**src/rtl/acdr_pkg.sv**
```systemverilog
// ----------------------------------------------------------------------------
// acdr_pkg
// shared widths, reset values, register codes and types of the duty regulator
// ----------------------------------------------------------------------------
package acdr_pkg;

	localparam int SAMPLE_W   = 10;
	localparam int DUTY_W     = 10;
	localparam int SUM_W      = 16;
	localparam int CNT_W      = 5;
	localparam int THR_W      = 4;
	localparam int WINDOW_DEF = 61;

	// entries of each queue; also the number of results allowed in flight
	localparam int QUEUE_DEPTH = 4;

	localparam logic [SAMPLE_W-1:0] SET_POINT_RST = SAMPLE_W'(700);
	localparam logic [THR_W-1:0]    STEP_THR_RST  = THR_W'(10);
	localparam logic [DUTY_W-1:0]   DUTY_MAX      = DUTY_W'(1023);
	localparam logic [DUTY_W-1:0]   DUTY_MAX_M1   = DUTY_W'(1022);

	typedef enum logic [0:0] {
		REG_SET_POINT = 1'b0,
		REG_STEP_THR  = 1'b1
	} reg_idx_t;

	typedef struct packed {
		logic [SAMPLE_W-1:0] set_point;
		logic [THR_W-1:0]    step_threshold;
	} cfg_t;

	typedef struct packed {
		logic [SAMPLE_W-1:0] average_level;
		logic [DUTY_W-1:0]   duty_cycle;
	} res_t;

endpackage

```
**src/rtl/acdr_queue.sv**
```systemverilog
// ----------------------------------------------------------------------------
// acdr_queue
// small first-in first-out queue with valid/ready on both sides
// ----------------------------------------------------------------------------
module acdr_queue #(
	parameter int WIDTH = 10,
	parameter int DEPTH = 4
) (
	input  logic             clk,
	input  logic             arst_n,
	input  logic             push_valid,
	output logic             push_ready,
	input  logic [WIDTH-1:0] push_data,
	output logic             pop_valid,
	input  logic             pop_ready,
	output logic [WIDTH-1:0] pop_data
);

	localparam int PTR_W = (DEPTH > 1) ? $clog2(DEPTH) : 1;
	localparam int CNT_W = $clog2(DEPTH + 1);
	localparam logic [PTR_W-1:0] PTR_LAST = PTR_W'(DEPTH - 1);
	localparam logic [CNT_W-1:0] CNT_FULL = CNT_W'(DEPTH);

	logic [WIDTH-1:0] entry_q [DEPTH];
	logic [PTR_W-1:0] wr_ptr_q;
	logic [PTR_W-1:0] rd_ptr_q;
	logic [CNT_W-1:0] count_q;
	logic             do_push;
	logic             do_pop;

	assign push_ready = (count_q != CNT_FULL);
	assign pop_valid  = (count_q != '0);
	assign pop_data   = entry_q[rd_ptr_q];
	assign do_push    = push_valid && push_ready;
	assign do_pop     = pop_valid && pop_ready;

	always_ff @(posedge clk) begin
		if (do_push) begin
			entry_q[wr_ptr_q] <= push_data;
		end
	end

	always_ff @(posedge clk or negedge arst_n) begin
		if (!arst_n) begin
			wr_ptr_q <= '0;
			rd_ptr_q <= '0;
			count_q  <= '0;
		end else begin
			if (do_push) begin
				wr_ptr_q <= (wr_ptr_q == PTR_LAST) ? '0 : wr_ptr_q + PTR_W'(1);
			end
			if (do_pop) begin
				rd_ptr_q <= (rd_ptr_q == PTR_LAST) ? '0 : rd_ptr_q + PTR_W'(1);
			end
			if (do_push && !do_pop) begin
				count_q <= count_q + CNT_W'(1);
			end else if (do_pop && !do_push) begin
				count_q <= count_q - CNT_W'(1);
			end
		end
	end

endmodule

```
**src/rtl/acdr_front.sv**
```systemverilog
// ----------------------------------------------------------------------------
// acdr_front
// input stage: takes sample transfers and hands them to the work queue
// ----------------------------------------------------------------------------
module acdr_front (
	input  logic                          clk,
	input  logic                          arst_n,
	input  logic                          s_tvalid,
	output logic                          s_tready,
	input  logic [15:0]                   s_tdata,
	output logic                          push_valid,
	input  logic                          push_ready,
	output logic [acdr_pkg::SAMPLE_W-1:0] push_data
);
	import acdr_pkg::*;

	logic                held_q;
	logic [SAMPLE_W-1:0] sample_q;

	// the stage frees up in the same cycle its sample moves on
	assign s_tready   = !held_q || push_ready;
	assign push_valid = held_q;
	assign push_data  = sample_q;

	always_ff @(posedge clk) begin
		if (s_tvalid && s_tready) begin
			sample_q <= s_tdata[SAMPLE_W-1:0];
		end
	end

	always_ff @(posedge clk or negedge arst_n) begin
		if (!arst_n) begin
			held_q <= 1'b0;
		end else if (s_tready) begin
			held_q <= s_tvalid;
		end
	end

endmodule

```
**src/rtl/acdr_back.sv**
```systemverilog
// ----------------------------------------------------------------------------
// acdr_back
// sample ring, running sum, divide by window and bang-bang duty update
// ----------------------------------------------------------------------------
module acdr_back #(
	parameter int WINDOW = acdr_pkg::WINDOW_DEF
) (
	input  logic                          clk,
	input  logic                          arst_n,
	input  acdr_pkg::cfg_t                cfg,
	input  logic                          q_valid,
	output logic                          q_ready,
	input  logic [acdr_pkg::SAMPLE_W-1:0] q_data,
	input  logic                          credit_ok,
	output logic                          res_valid,
	output acdr_pkg::res_t                res
);
	import acdr_pkg::*;

	localparam int POS_W     = (WINDOW > 1) ? $clog2(WINDOW) : 1;
	localparam int DIV_SHIFT = SUM_W + $clog2(WINDOW);
	localparam longint DIV_MULT = ((longint'(1) << DIV_SHIFT) + WINDOW - 1) / WINDOW;
	localparam int MULT_W    = SUM_W + 2;
	localparam int PROD_W    = SUM_W + MULT_W;
	localparam int AVG_W     = PROD_W - DIV_SHIFT;
	localparam logic [POS_W-1:0]  POS_LAST = POS_W'(WINDOW - 1);
	localparam logic [MULT_W-1:0] MULT_C   = MULT_W'(DIV_MULT);

	logic [SAMPLE_W-1:0] ring_mem [WINDOW];
	logic [WINDOW-1:0]   ring_vld_q;
	logic [POS_W-1:0]    pos_q;
	logic [SUM_W-1:0]    sum_q;
	logic signed [CNT_W-1:0] cnt_q;
	logic [DUTY_W-1:0]   duty_q;

	logic                vld_s1;
	logic [SAMPLE_W-1:0] sample_s1;
	logic [POS_W-1:0]    pos_s1;
	logic [SAMPLE_W-1:0] old_s1;
	logic                old_vld_s1;
	logic                vld_s2;
	logic [SUM_W-1:0]    sum_s2;
	logic                vld_s3;
	logic [PROD_W-1:0]   prod_s3;
	logic                res_valid_q;
	res_t                res_q;

	logic                issue;
	logic [SUM_W-1:0]    old_eff;
	logic [SUM_W-1:0]    sum_nx;
	logic [AVG_W-1:0]    avg_full;
	logic [SAMPLE_W-1:0] avg;
	logic signed [CNT_W:0] cnt_ext;
	logic signed [CNT_W:0] cnt_mv;
	logic signed [CNT_W:0] thr_s;
	logic signed [CNT_W-1:0] cnt_nx;
	logic [DUTY_W-1:0]   duty_nx;

	// one item in the read stage at a time: the ring write lands before the next read
	assign q_ready = !vld_s1 && credit_ok;
	assign issue   = q_valid && q_ready;

	assign old_eff = old_vld_s1 ? SUM_W'(old_s1) : '0;
	assign sum_nx  = sum_q - old_eff + SUM_W'(sample_s1);

	assign avg_full = prod_s3[PROD_W-1:DIV_SHIFT];
	assign avg      = (avg_full > AVG_W'(DUTY_MAX)) ? DUTY_MAX : avg_full[SAMPLE_W-1:0];

	always_comb begin
		cnt_ext = {cnt_q[CNT_W-1], cnt_q};
		thr_s   = signed'((CNT_W+1)'(cfg.step_threshold));
		cnt_mv  = cnt_ext;
		cnt_nx  = cnt_q;
		duty_nx = duty_q;
		if (avg > cfg.set_point) begin
			cnt_mv = cnt_ext - (CNT_W+1)'(1);
			if (cnt_mv < -thr_s) begin
				cnt_nx = '0;
				if (duty_q != '0) begin
					duty_nx = duty_q - DUTY_W'(1);
				end
			end else begin
				cnt_nx = cnt_mv[CNT_W-1:0];
			end
		end else if (avg < cfg.set_point) begin
			cnt_mv = cnt_ext + (CNT_W+1)'(1);
			if (cnt_mv > thr_s) begin
				cnt_nx = '0;
				if (duty_q <= DUTY_MAX_M1) begin
					duty_nx = duty_q + DUTY_W'(1);
				end
			end else begin
				cnt_nx = cnt_mv[CNT_W-1:0];
			end
		end
	end

	// ring memory: registered read at issue, write-back in the following cycle
	always_ff @(posedge clk) begin
		if (issue) begin
			old_s1 <= ring_mem[pos_q];
		end
		if (vld_s1) begin
			ring_mem[pos_s1] <= sample_s1;
		end
	end

	// payload pipeline
	always_ff @(posedge clk) begin
		if (issue) begin
			sample_s1  <= q_data;
			pos_s1     <= pos_q;
			old_vld_s1 <= ring_vld_q[pos_q];
		end
		if (vld_s1) begin
			sum_s2 <= sum_nx;
		end
		if (vld_s2) begin
			prod_s3 <= PROD_W'(sum_s2) * PROD_W'(MULT_C);
		end
		if (vld_s3) begin
			res_q.duty_cycle    <= duty_nx;
			res_q.average_level <= avg;
		end
	end

	always_ff @(posedge clk or negedge arst_n) begin
		if (!arst_n) begin
			ring_vld_q  <= '0;
			pos_q       <= '0;
			sum_q       <= '0;
			cnt_q       <= '0;
			duty_q      <= '0;
			vld_s1      <= 1'b0;
			vld_s2      <= 1'b0;
			vld_s3      <= 1'b0;
			res_valid_q <= 1'b0;
		end else begin
			vld_s1      <= issue;
			vld_s2      <= vld_s1;
			vld_s3      <= vld_s2;
			res_valid_q <= vld_s3;
			if (issue) begin
				pos_q <= (pos_q == POS_LAST) ? '0 : pos_q + POS_W'(1);
			end
			if (vld_s1) begin
				sum_q              <= sum_nx;
				ring_vld_q[pos_s1] <= 1'b1;
			end
			if (vld_s3) begin
				cnt_q  <= cnt_nx;
				duty_q <= duty_nx;
			end
		end
	end

	assign res_valid = res_valid_q;
	assign res       = res_q;

endmodule

```
**src/rtl/averaged_current_duty_regulator.sv**
```systemverilog
// ----------------------------------------------------------------------------
// averaged_current_duty_regulator
// moving-average bang-bang duty regulator for a current-sense loop
// ----------------------------------------------------------------------------
// Each input transfer carries one 10-bit current-sense sample. The block keeps
// the last WINDOW samples in a ring memory together with their running sum,
// takes the truncated average (sum divided by WINDOW through a reciprocal
// multiply), and moves a signed step counter toward the set point: down when
// the average is above it, up when below. Once the counter goes past the step
// threshold the duty cycle steps by one (held within 0..1023) and the counter
// clears. Every sample gives exactly one output transfer with the new duty
// cycle and the average. A new sample may not enter the ring read before the
// previous one is written back, set by the ring memory port: a sample's old
// ring entry is read, then replaced in the cycle after, before the following
// sample may read. On its way to the output a sample passes the input stage,
// work queue, ring read, sum, multiply, regulation and result queue registers.
// Input and output are decoupled by queues; an output stall holds back the
// input only once the results in flight fill the result queue; up to four
// results may wait on the output. The ring comes out of
// reset reading as zero through per-entry valid bits, so no clearing pass is
// needed and samples are taken from the first cycle after reset. Registers:
// set_point at byte address 0, step_threshold at byte address 4; write them
// only while no sample is in flight.
// ----------------------------------------------------------------------------
module averaged_current_duty_regulator #(
	parameter int WINDOW = acdr_pkg::WINDOW_DEF
) (
	input  logic        clk,
	input  logic        arst_n,
	// configuration port
	input  logic        psel,
	input  logic        penable,
	input  logic        pwrite,
	input  logic [2:0]  paddr,
	input  logic [31:0] pwdata,
	output logic [31:0] prdata,
	output logic        pready,
	// sample input
	input  logic        s_tvalid,
	output logic        s_tready,
	input  logic [15:0] s_tdata,   // [9:0] sense_sample
	// result output
	output logic        m_tvalid,
	input  logic        m_tready,
	output logic [23:0] m_tdata    // [9:0] duty_cycle, [19:10] average_level
);
	import acdr_pkg::*;

	localparam int INF_W = $clog2(QUEUE_DEPTH + 1);
	localparam logic [INF_W-1:0] INF_MAX = INF_W'(QUEUE_DEPTH);

	cfg_t                cfg_q;
	reg_idx_t            reg_idx;
	logic                cfg_wr;

	logic                fq_valid;
	logic                fq_ready;
	logic [SAMPLE_W-1:0] fq_data;
	logic                bq_valid;
	logic                bq_ready;
	logic [SAMPLE_W-1:0] bq_data;

	logic                res_valid;
	res_t                res;
	logic                out_push_ready;
	res_t                out_data;

	logic [INF_W-1:0]    inflight_q;
	logic                credit_ok;
	logic                issue;
	logic                deliver;

	// ---------------- configuration registers ----------------
	assign pready  = 1'b1;
	assign reg_idx = reg_idx_t'(paddr[2]);
	assign cfg_wr  = psel && penable && pwrite && pready;

	always_comb begin
		unique case (reg_idx)
			REG_SET_POINT: prdata = 32'(cfg_q.set_point);
			REG_STEP_THR:  prdata = 32'(cfg_q.step_threshold);
			default:       prdata = '0;
		endcase
	end

	always_ff @(posedge clk or negedge arst_n) begin
		if (!arst_n) begin
			cfg_q.set_point      <= SET_POINT_RST;
			cfg_q.step_threshold <= STEP_THR_RST;
		end else if (cfg_wr) begin
			unique case (reg_idx)
				REG_SET_POINT: cfg_q.set_point      <= pwdata[SAMPLE_W-1:0];
				REG_STEP_THR:  cfg_q.step_threshold <= pwdata[THR_W-1:0];
				default:       ;
			endcase
		end
	end

	// ---------------- front: input stage and work queue ----------------
	acdr_front u_front (
		.clk        (clk),
		.arst_n     (arst_n),
		.s_tvalid   (s_tvalid),
		.s_tready   (s_tready),
		.s_tdata    (s_tdata),
		.push_valid (fq_valid),
		.push_ready (fq_ready),
		.push_data  (fq_data)
	);

	acdr_queue #(
		.WIDTH (SAMPLE_W),
		.DEPTH (QUEUE_DEPTH)
	) u_work_queue (
		.clk        (clk),
		.arst_n     (arst_n),
		.push_valid (fq_valid),
		.push_ready (fq_ready),
		.push_data  (fq_data),
		.pop_valid  (bq_valid),
		.pop_ready  (bq_ready),
		.pop_data   (bq_data)
	);

	// ---------------- back: averaging and regulation ----------------
	acdr_back #(
		.WINDOW (WINDOW)
	) u_back (
		.clk       (clk),
		.arst_n    (arst_n),
		.cfg       (cfg_q),
		.q_valid   (bq_valid),
		.q_ready   (bq_ready),
		.q_data    (bq_data),
		.credit_ok (credit_ok),
		.res_valid (res_valid),
		.res       (res)
	);

	// results in flight never outnumber result queue entries, so a push always fits
	assign issue     = bq_valid && bq_ready;
	assign deliver   = m_tvalid && m_tready;
	assign credit_ok = (inflight_q < INF_MAX);

	always_ff @(posedge clk or negedge arst_n) begin
		if (!arst_n) begin
			inflight_q <= '0;
		end else if (issue && !deliver) begin
			inflight_q <= inflight_q + INF_W'(1);
		end else if (deliver && !issue) begin
			inflight_q <= inflight_q - INF_W'(1);
		end
	end

	acdr_queue #(
		.WIDTH ($bits(res_t)),
		.DEPTH (QUEUE_DEPTH)
	) u_result_queue (
		.clk        (clk),
		.arst_n     (arst_n),
		.push_valid (res_valid),
		.push_ready (out_push_ready),
		.push_data  (res),
		.pop_valid  (m_tvalid),
		.pop_ready  (m_tready),
		.pop_data   (out_data)
	);

	assign m_tdata = {4'b0000, out_data.average_level, out_data.duty_cycle};

	// ---------------- assertions ----------------
	a_result_fits: assert property (@(posedge clk) disable iff (!arst_n)
		res_valid |-> out_push_ready)
		else $error("result queue full when a result was produced");

	a_inflight_bound: assert property (@(posedge clk) disable iff (!arst_n)
		inflight_q <= INF_MAX)
		else $error("more results in flight than result queue entries");

	a_issue_spacing: assert property (@(posedge clk) disable iff (!arst_n)
		issue |=> !issue)
		else $error("two samples issued in back-to-back cycles to the ring");

	a_deliver_has_credit: assert property (@(posedge clk) disable iff (!arst_n)
		deliver |-> (inflight_q != '0))
		else $error("output transfer with no result in flight");

endmodule
```
**config.mk**
```make
export PLATFORM = sky130hd
export DESIGN_NAME = averaged_current_duty_regulator
export DESIGN_NICKNAME = d
export VERILOG_FILES = /design/src/rtl/acdr_pkg.sv /design/src/rtl/acdr_queue.sv /design/src/rtl/acdr_front.sv /design/src/rtl/acdr_back.sv /design/src/rtl/averaged_current_duty_regulator.sv
export SDC_FILE = /design/constraint.sdc
export NUM_CORES = 1
export LEC_CHECK = 0
export BUFFER_PORTS_ARGS = -buffer_cell sky130_fd_sc_hd__buf_2
export CAP_MARGIN = 0
export CORE_AREA = 5 5 236 411
export CTS_BUF_LIST = sky130_fd_sc_hd__clkbuf_16
export CTS_CLUSTER_DIAMETER = 50
export DETAILED_ROUTE_END_ITERATION = 16
export DIE_AREA = 0 0 241 416
export PLACE_DENSITY_LB_ADDON = 0.1
export SLEW_MARGIN = 20
export SYNTH_ARGS = -nofsm -noshare
export SYNTH_HDL_FRONTEND = slang
export SYNTH_HIERARCHICAL = 1
export SYNTH_SLANG_ARGS = --single-unit
```
**constraint.sdc**
```tcl
create_clock -name clk -period 11.67 [get_ports clk]
set_clock_uncertainty 0.05 [all_clocks]
set_input_delay 0.5835 -clock clk [delete_from_list [all_inputs] [get_ports clk]]
set_output_delay 0.5835 -clock clk [all_outputs]
set_load 0.01 [all_outputs]
```
==> results.yml <==
final_layout:
  final_nets: 2712
  drive_gt1_frac: 0.258
  final_cells: 3727
  area_growth_pct: 12.0
  postLayoutCellArea_sq_um: 46600
  diodes: 0
worst_setup_path:
  start_kind: "register"
  worstPathCellList: "ha_1 > fa_1 > fa_1 > fa_1 > inv_1 > fa_1 > inv_1 > ha_1 > nand3_1 > nor4_1 > and3_1 > a221o_1 > a211oi_2 > a221oi_1 > o21ai_0 > o31a_1"
  r2r_start: "u_back/sum_s2[7]"
  cpPeakStageDelay_ns: 0.55
  crit_start: "u_back/sum_s2[7]"
  endpoint_kind: "register"
  cpMaxStageDelayCell: "edfxtp_1"
  r2r-end: "u_back/prod_s3[31]"
  r2r_cells: 16
  crit_path_frequent_cell: "fa_1"
  crit_path_end: "u_back/prod_s3[31]"
  critical_path_required_ns: 12.03
  arrival_ns: 5.98
  path_class: "register to register"
  r2r_slack_ns: 6.05
  crit_fanout: 6
die:
  die-area_sq_um: 100000
  rows: 149
  die_y_um: 416
  ioPinCount: 117
  coreArea_sq_um: 93600
  die_w_um: 241
  start_util: 0.444
sta:
  maxSlewHeadroom: 0.255
  tightestPinTransition_ns: 1.11
  whs_ns: 0.0704
  fin_crit_sh: 0.481
  period_needed_ns: 5.62
  finalSetupViolCount: 0
  fin_tns_setup_ns: 0
  hold_viol: 0
  fmax_mhz: 178
  rsz0062_at_grt: "no"
  maxSlewViolCount: 0
routing:
  vias: 20100
  drtPass1Iterations: 5
  viasPerCell: 5.40
  remaining_drc_errors: 0
  drt_iter0_markers: 1190
  wl_per_cell_um: 23.6
  drt.antenna.violating_nets: 0
  finalWirelength_um: 88000
clock_network:
  postCtsResizedCells: 0
  ctsHoldBuffers: 11
  clk_path_buf_depth: 3
  cts.sinks: 948
  cts.clk_slew.worst_paths_ns: 0.06
  post_cts_buffers: 0
  cts_buffers: 93
  cts-root-buf: "clkbuf_16"
  h-tree-depth: 3
  cts_tree: "done"
  insertion_delay_ns: 0.68
synth:
  synth_top_area_cell: "edfxtp_1"
  synth_top_area_share: 0.588
  synth_top_family_by_area: "multiplexers"
  postSynthCellCount: 2312
  synth.area.top_cells: "edfxtp_1, mux4_2, dfrtp_1"
  synthMuxAreaShare: 0.143
  synth_simple_gate_area_frac: 0.0495
  synth_xor_area_frac: 0.0114
  yosysWarnings: 6
  synthArstFlopShare: 0.141
  synth_top_flop_cell: "edfxtp_1"
  synth_area_per_cell_sq_um: 18.0
  yosysSeqAreaShare: 0.669
  synth_compound_area_frac: 0.0245
  synth.ff_latch_count: 948
  yosysUniqueCellTypes: 74
  synth_area_sq_um: 41600
  synth_fa_ha_area_frac: 0.0740
  synth_edf_count: 814
global_routing:
  grt_busiest_layer: "met2"
  met1_usage: 0.196
  antenna_found_initial: 0
  grtUsageMet2: 0.349
  grt_pass1_wl_um: 136000
  overflow: 0
  grt_util_met3: 0.0272
  grt_pass1_vias: 22100
  grt_max_degree: 110
  grtUsageTotal: 0.179
power:
  ir_drop_uv: 207
  fin_total_pwr_w: 0.00696
  p_per_area_nw_per_um2: 150
  p_leak_nw: 16.5
place:
  portBuffers: 59
  dp_cells: 3542
  dpl-instance-area_sq_um: 43300
  gp_congestion: 0.798
  dp_hpwl_um: 60300
job:
  max_cap_viol_count: 0
hold_path:
  hold_class: "primary input to register"
status:
  status: "finished clean"
==> cell families after synthesis <==
| group | count (synthesis) |
|---|---|
| mux | 286 |
| flops | 948 |
| simple gates | 383 |
| fa+ha+maj | 214 |
| compound gates | 158 |
| buf+inv | 267 |
| other cells | 2 |
| xor+xnor | 54 |
==> power by group <==
part	total [W]	switching [W]	internal (W)
Clock	0.00300	0.00130	0.00170
Combinational	0.000229	0.000126	0.000102
Sequential	0.00374	0.0000323	0.00371
Total	0.00696	0.00146	0.00550
==> cell usage in the layout (no fill, tap or decap), types with 11 or more instances in the layout <==
cell type / instances
buf_2: 58
o21ai_0: 42
nor2_2: 24
clkinv_1: 16
or2_2: 74
mux2_4: 14
nand2_1: 47
buf_4: 40
a21oi_1: 41
nor3_1: 14
dlygate4sd3_1: 11
xnor2_1: 37
nor2_1: 87
edfxtp_1: 814
inv_1: 187
conb_1: 27
fa_1: 53
clkbuf_16: 93
mux4_2: 240
mux2_2: 22
a211oi_1: 17
ha_1: 161
dfrtp_1: 120
nand3_1: 17
nor2b_1: 15
xor2_1: 17
and2_1: 22
==> worst min-delay path by stage <==
stage,cells after the start,from,slack [ns],end
2_1_floorplan,0,arst_n,0.24,cfg_q[0]
3_3_place_gp,1,u_back/ring_vld_q[43],0.39,u_back/ring_vld_q[43]
3_5_place_dp,1,u_back/ring_vld_q[34],0.40,u_back/ring_vld_q[34]
4_1_cts,2,s_tvalid,0.003,u_front/push_valid
5_1_grt,2,s_tvalid,0.04,u_front/push_valid
6_report,2,s_tvalid,0.07,u_front/push_valid
==> cells in the mapped netlist (all sizes together), types with 10 or more instances <==
| master | instances |
|---|---|
| nor2b | 15 |
| fa | 53 |
| or2 | 74 |
| inv | 162 |
| mux4 | 240 |
| clkbuf | 34 |
| nor2 | 111 |
| or3 | 10 |
| o21ai | 44 |
| nand3 | 17 |
| buf | 71 |
| a211oi | 18 |
| mux2 | 36 |
| nand2b | 10 |
| xor2 | 17 |
| edfxtp | 814 |
| and2 | 28 |
| dfrtp | 126 |
| and3 | 18 |
| xnor2 | 37 |
| a21oi | 41 |
| mux2i | 10 |
| nand2 | 47 |
| nor3 | 15 |
| ha | 161 |
==> flip-flops by register name, summed over array words and instances, names as in the netlist, 3 cells and up <==
| signal | count |
|---|---|
| u_back/ring_mem | 610 |
| u_result_queue/entry_q | 80 |
| u_back/ring_vld_q | 61 |
| u_work_queue/entry_q | 40 |
| u_back/res | 20 |
| u_back/sum_q | 16 |
| u_back/sum_s2 | 16 |
| cfg_q | 14 |
| u_back/prod_s3 | 11 |
| u_back/duty_q | 10 |
| u_back/old_s1 | 10 |
| u_back/sample_s1 | 10 |
| u_front/push_data | 10 |
| u_back/pos_q | 6 |
| u_back/pos_s1 | 6 |
| u_back/cnt_q | 5 |
| inflight_q | 3 |
| u_result_queue/count_q | 3 |
| u_work_queue/count_q | 3 |
==> layer usage <==
layer  vias to the layer above  part of all wire
met1                     10500              0.35
met5                         -                 0
met2                       370              0.58
met3                       118             0.033
met4                         0             0.029
li1                       9125                 -
==> layout make-up <==
| class | instances | area, sq um |
|---|---|---|
| Clock buffer | 93 | 2330 |
| Clock inverter | 81 | 764 |
| Fill cell | 7740 | 47000 |
| Inverter | 162 | 608 |
| Multi-Input combinational cell | 1122 | 12800 |
| Sequential cell | 948 | 27800 |
| Tap cell | 1208 | 1510 |
| Timing Repair Buffer | 113 | 774 |
==> critical path: cells and delay by family, from the launching register on <==
family,cells,cell delay (ns)
simple gates,3,0.75
compound gates,5,1.20
fa+ha+maj,6,2.73
buf+inv,2,0.09
flops,1,0.55
==> per-stage QoR <==
stage,util,setup WS [ns]
global route,0.497,5.67
detailed placement,0.463,5.95
CTS,0.497,5.95
global placement,0.462,6.01
floorplan,-,6.63
finish,0.497,6.05
Note: power is estimated with default switching activity, not from simulation.
